## src/hw/rtl/kmer_node_presence_penalty_unit_assert.svh

```systemverilog
// Assertion macros shared by the RTL of the presence penalty unit.
`ifndef KMER_NODE_PRESENCE_PENALTY_UNIT_ASSERT_SVH
`define KMER_NODE_PRESENCE_PENALTY_UNIT_ASSERT_SVH

// Clocked assertion that is ignored while reset is active.
`define KMPP_ASSERT(lbl, prop, msg) \
    lbl: assert property (@(posedge aclk) disable iff (!aresetn) prop) else $error(msg);

// Clocked assertion that also holds during reset.
`define KMPP_ASSERT_ALWAYS(lbl, prop, msg) \
    lbl: assert property (@(posedge aclk) prop) else $error(msg);

`endif

```

## src/hw/rtl/kmpp_pkg.sv

```systemverilog
package kmpp_pkg;

    localparam int RECORDS_DEF    = 65536;
    localparam int ASSEMBLIES_DEF = 4096;

    localparam logic [16:0] ONE_Q16 = 17'h10000;
    localparam logic [16:0] PEN_MAX = 17'h1FFFF;

    // Configuration register indexes.
    localparam logic [1:0] REG_TARGET    = 2'd0;
    localparam logic [1:0] REG_NONTARGET = 2'd1;
    localparam logic [1:0] REG_RECORDS   = 2'd2;

    localparam logic KIND_NODE   = 1'b0;
    localparam logic KIND_FINISH = 1'b1;

    typedef enum logic [1:0] {
        CMD_LOAD   = 2'd0,
        CMD_KMER   = 2'd1,
        CMD_EMPTY  = 2'd2,
        CMD_FINISH = 2'd3
    } cmd_t;

    typedef enum logic [1:0] {
        STAT_OK    = 2'd0,
        STAT_RANGE = 2'd1,
        STAT_ORDER = 2'd2,
        STAT_NOTGT = 2'd3
    } status_t;

    typedef struct packed {
        cmd_t        cmd;
        logic [15:0] record_index;
        logic [15:0] assembly_last_record;
        logic        assembly_is_target;
        logic        node_first;
        logic        node_last;
    } in_t;

    typedef struct packed {
        logic        result_kind;
        status_t     status;
        logic [12:0] target_count;
        logic [12:0] nontarget_count;
        logic [16:0] penalty;
        logic [16:0] expected_target_absence;
        logic [16:0] expected_nontarget_presence;
    } out_t;

    // Divider request and status.
    typedef struct packed {
        logic        start;
        logic [63:0] dividend;
        logic [47:0] divisor;
    } div_ctl_t;

    typedef struct packed {
        logic busy;
        logic done;
    } div_sts_t;

    typedef enum logic [4:0] {
        ST_IDLE,
        ST_KMER,
        ST_NODE_END,
        ST_DIVT_GO,
        ST_DIVT_WAIT,
        ST_DIVN_GO,
        ST_DIVN_WAIT,
        ST_MUL_DD,
        ST_MUL_FF,
        ST_MUL_FT,
        ST_MUL_FN,
        ST_ACC,
        ST_SQRT,
        ST_FIN,
        ST_FQ_GO,
        ST_FQ_WAIT,
        ST_FR_GO,
        ST_FR_WAIT,
        ST_EMIT
    } state_t;

endpackage

```

## src/hw/rtl/kmpp_div.sv

```systemverilog
module kmpp_div
    import kmpp_pkg::*;
(
    input  logic     aclk,
    input  logic     aresetn,
    input  div_ctl_t ctl,
    output div_sts_t sts,
    output logic [63:0] quotient
);

    logic        busy_reg, busy_next;
    logic        done_reg, done_next;
    logic [6:0]  cnt_reg, cnt_next;
    logic [63:0] quo_reg, quo_next;
    logic [47:0] rem_reg, rem_next;
    logic [47:0] dvs_reg, dvs_next;
    logic [48:0] rem_sh;
    logic        ge;

    // One quotient bit per cycle, restoring form.
    always_comb begin
        rem_sh    = {rem_reg, quo_reg[63]};
        ge        = (rem_sh >= {1'b0, dvs_reg});
        busy_next = busy_reg;
        done_next = 1'b0;
        cnt_next  = cnt_reg;
        quo_next  = quo_reg;
        rem_next  = rem_reg;
        dvs_next  = dvs_reg;
        if (ctl.start) begin
            busy_next = 1'b1;
            cnt_next  = 7'd64;
            quo_next  = ctl.dividend;
            rem_next  = '0;
            dvs_next  = ctl.divisor;
        end else if (busy_reg) begin
            quo_next = {quo_reg[62:0], ge};
            rem_next = ge ? 48'(rem_sh - {1'b0, dvs_reg}) : rem_sh[47:0];
            cnt_next = cnt_reg - 7'd1;
            if (cnt_reg == 7'd1) begin
                busy_next = 1'b0;
                done_next = 1'b1;
            end
        end
    end

    always_ff @(posedge aclk) begin
        if (!aresetn) begin
            busy_reg <= 1'b0;
            done_reg <= 1'b0;
            cnt_reg  <= '0;
        end else begin
            busy_reg <= busy_next;
            done_reg <= done_next;
            cnt_reg  <= cnt_next;
        end
        quo_reg <= quo_next;
        rem_reg <= rem_next;
        dvs_reg <= dvs_next;
    end

    assign sts.busy = busy_reg;
    assign sts.done = done_reg;
    assign quotient = quo_reg;

endmodule

```

## config.mk

```make
export PLATFORM = sky130hd
export DESIGN_NAME = kmpp_div
export DESIGN_NICKNAME = d
export VERILOG_FILES = /design/src/hw/rtl/kmer_node_presence_penalty_unit_assert.svh /design/src/hw/rtl/kmpp_pkg.sv /design/src/hw/rtl/kmpp_div.sv
export SDC_FILE = /design/constraint.sdc
export NUM_CORES = 1
export LEC_CHECK = 0
export BUFFER_PORTS_ARGS = -buffer_cell sky130_fd_sc_hd__buf_2
export CORE_UTILIZATION = 47
export CTS_CLUSTER_SIZE = 12
export DETAILED_ROUTE_END_ITERATION = 7
export GPL_ROUTABILITY_DRIVEN = 1
export GPL_TIMING_DRIVEN = 0
export PLACE_DENSITY = 0.76
export SLEW_MARGIN = 5
export SYNTH_ARGS = -nofsm -noshare
export SYNTH_HDL_FRONTEND = slang
export SYNTH_SLANG_ARGS = --single-unit
```

## constraint.sdc

```tcl
create_clock -name aclk -period 3.32 [get_ports aclk]
set_input_delay 0.166 -clock aclk [delete_from_list [all_inputs] [get_ports aclk]]
set_output_delay 0.166 -clock aclk [all_outputs]
set_load 0.01 [all_outputs]
```

==> summary.txt <==
Status
  • Status: completed

Yosys
  • Post-synth ARST share: 0%
  • Syn nets: 1142
  • Predominant post-synthesis flop cell: edfxtp_1
  • Yosys warns: 0
  • Cell taking the most area after synthesis: edfxtp_1
  • Post-synth EDFFs: 112
  • Largest cells by area after synthesis: edfxtp_1 35%, dfxtp_1 12%, mux2_2 7.3%
  • Syn_area_per_cell: 9.96 sq um
  • Seq cells post-synth: 169
  • Register area share after synthesis: 46.3%
  • Cell with the most instances after synthesis: edfxtp_1
  • Mapped cell area: 9730 sq um
  • Distinct cells, synth: 69
  • Post-Synthesis Cells: 976
  • Synth top cells by count: 112 x edfxtp_1, 89 x nand2_1, 86 x nor2_1, 75 x a21oi_1, 69 x inv_1
  • Yosys top cell area share: 34.6%

Cells and area
  • Share of post-route cells with drive strength above 1: 26.7%
  • Nets@finish: 1391
  • Fill cells: 1704
  • Post-Route Utilization: 60.4%
  • Layout area overhead: 25.8%
  • Finished Cell Area: 12200 sq um
  • Post-route insts no fill: 1508
  • Max reg flops: 64
  • Inserted Diodes: 0

STA
  • Worst-Margin Slew: 1.22 ns
  • Crit path time final: 3.19 ns
  • Max Freq: 313 MHz
  • Setup TNS: 0 ns
  • Max-slew violation count: 0
  • Rel. slew slack: 19.0%
  • Final setup fails: 0
  • Hold slack: 0.0200 ns
  • Final Cycle Share: 96.2%
  • Clock Skew: 0.0127 ns
  • Fin worst setup slack: 0.125 ns
  • Final Hold Viols: 0

Place
  • Sum of net half-perimeters after detailed placement: 20000 um
  • Routability cong.: 0.945
  • Pre-CTS setup slack: -0.217 ns
  • Port bufs: 180
  • Placed cell areas: 11000 sq um
  • Placed cell count: 1427

Clocking
  • H-tree Lvls: 4
  • CTS tree: yes
  • Total CTS buffers: 17
  • Reg clk slew, reported paths: 0.08 ns
  • Worst-Skew Late Latency: 0.44 ns
  • Clk buf depth: 2
  • CTS root buf: clkbuf_16
  • Sink Count: 169

Critical path
  • CP peak stage delay: 0.48 ns
  • Crit Path Category: flop to flop
  • Largest fanout on the critical path: 5
  • Setup crit end kind: flop
  • Critical path required time: 3.61 ns
  • Crit-path cells: inv_1 -> ha_1 -> nor2b_1 -> o31a_1 -> o21ai_0 -> a211oi_2 -> o21ai_1 -> a2111oi_1 -> or4_1 -> a21oi_1 -> nor3_1
  • Critical Path Start Type: flop
  • Worst path slowest cell: or4_1
  • Critical Path AT: 3.49 ns

Power
  • Combinational Power Share: 25.2%
  • Pwr/cell area: 501 nW/um^2
  • Cell internal pwr: 4.11 mW
  • Clk network pwr share: 32.8%
  • Switching share of total power: 33.1%
  • Overall power: 6.13 mW
  • Switching power: 2.03 mW
  • Part of the power in registers: 42.0%
  • Peak VDD IR: 0.000325 V
  • Lkg Pwr: 5.03 nW

Route
  • Via density: 5.73
  • DRC errors left: 0
  • DR iter-0 viols: 770
  • Wire per inst: 18.5 um
  • First-pass DRT Iterations: 6
  • DRT antenna net count: 0
  • Total number of vias: 8646
  • Final WL: 28000 um

Job
  • Number of max-cap violations: 0

Die
  • Starting Density: 48.1%
  • Placeable Area: 20200 sq um
  • # rows: 52
  • Top Ports: 181
  • Die Area: 21300 sq um
  • Die W: 146 um
  • Chip Height: 146 um

Hold path
  • Hold Crit Class: input port to flop

Global routing
  • First-pass GRT wire length: 43500 um
  • Largest net degree at the start of global routing: 65
  • Initial antenna violation count: 0
  • Overall Global Routing Usage: 26.2%
  • Vias in the first global route: 8346
  • GRT overflow: 0
layer usage:
metal	vias up	global-route usage, %	share of wire, %
met5	-	0	0
met4	0	11.1	3.0
met3	60	6.33	8.3
met2	433	42.9	47
met1	4074	32.9	42
li1	4079	-	-
worst paths after layout:
path | slack, ns | to | start | depth (start not counted)
setup reg to reg | 0.13 | rem_reg[47] | dvs_reg[1] | 11
hold reg to reg | 0.50 | cnt_reg[1] | cnt_reg[1] | 2
hold / removal | 0.02 | quotient[35] | ctl[83] | 2
setup / recovery | 0.13 | rem_reg[47] | dvs_reg[1] | 11
power groups by stage:
| stage | Clock, mW | Combinational [mW] | Sequential (mW) |
|---|---|---|---|
| after global routing | 2.12 | 1.68 | 2.60 |
| after CTS | 2.04 | 1.48 | 2.57 |
| after floorplan | 0 | 0.936 | 2.63 |
| after detailed placement | 0 | 1.42 | 2.62 |
| after global placement | 0 | 1.39 | 2.61 |
| final | 2.01 | 1.54 | 2.58 |
critical path, delay by kind of cell, from the launching register on:
kind / cells / cell delay [ns]
AOI/OAI and AO/OA: 6 / 1.63
adders and majority gates: 1 / 0.23
buffers and inverters: 1 / 0.08
DFF: 1 / 0.42
and+or+nand+nor: 3 / 0.70
area by class of cell:
cell class,instances,area [sq um],share of cell area [%]
clock inverters,15,176,1.44
plain buffers,45,209,1.71
clock buffers,17,425,3.48
well taps,270,338,2.76
multi-input cells,685,4840,39.6
flip-flops and latches,169,4500,36.8
inverters,69,259,2.12
repair buffers,238,1480,12.1
layout by cell type (no fill, tap or decap), types with 5 or more instances in the layout:
| cell | Yosys | final |
|---|---|---|
| clkbuf_1 | 30 | 22 |
| inv_1 | 69 | 69 |
| nor3b_1 | 7 | 6 |
| dlygate4sd3_1 | 0 | 49 |
| a211oi_1 | 28 | 26 |
| a21oi_1 | 75 | 73 |
| a311oi_1 | 19 | 19 |
| or3_1 | 5 | 5 |
| ha_1 | 50 | 50 |
| nand2b_1 | 12 | 12 |
| nand3_1 | 12 | 10 |
| o21bai_1 | 9 | 9 |
| mux2i_1 | 7 | 7 |
| buf_2 | 11 | 188 |
| o21ai_1 | 5 | 7 |
| buf_4 | 4 | 12 |
| clkinv_8 | 0 | 6 |
| clkbuf_16 | 0 | 17 |
| xnor2_1 | 27 | 27 |
| o211ai_1 | 7 | 7 |
| nor2b_1 | 6 | 6 |
| mux2_2 | 63 | 63 |
| a21o_1 | 14 | 14 |
| o21a_1 | 9 | 9 |
| o21ai_0 | 39 | 36 |
| nand2_1 | 89 | 89 |
| buf_1 | 8 | 7 |
| nor3_1 | 17 | 17 |
| nor2_1 | 86 | 85 |
| dfxtp_1 | 57 | 57 |
| edfxtp_1 | 112 | 112 |
| nand4_1 | 17 | 17 |
| xor2_1 | 15 | 15 |
what timing repair did:
| item | 4_1_cts | 5_1_grt |
|---|---|---|
| hold endpoints to repair | 50 | 0 |
| setup buffers | 0 | 8 |
| hold buffers | 49 | 0 |
| setup endpoints to repair | 12 | 42 |
| pin swaps | 0 | 11 |
| resized for setup | 3 | 24 |
cells by family (layout without fill, tap and decap cells):
kind of cell	Yosys count	count (layout)	share of synthesized area, %
simple gates	274	274	13.0
buf+inv	122	384	5.00
fa+ha+maj	51	51	6.64
compound gates	248	248	17.2
flops	169	169	46.3
xor+xnor	42	42	3.78
mux	70	70	8.01
No activity file was read; power rests on OpenSTA's default activity.
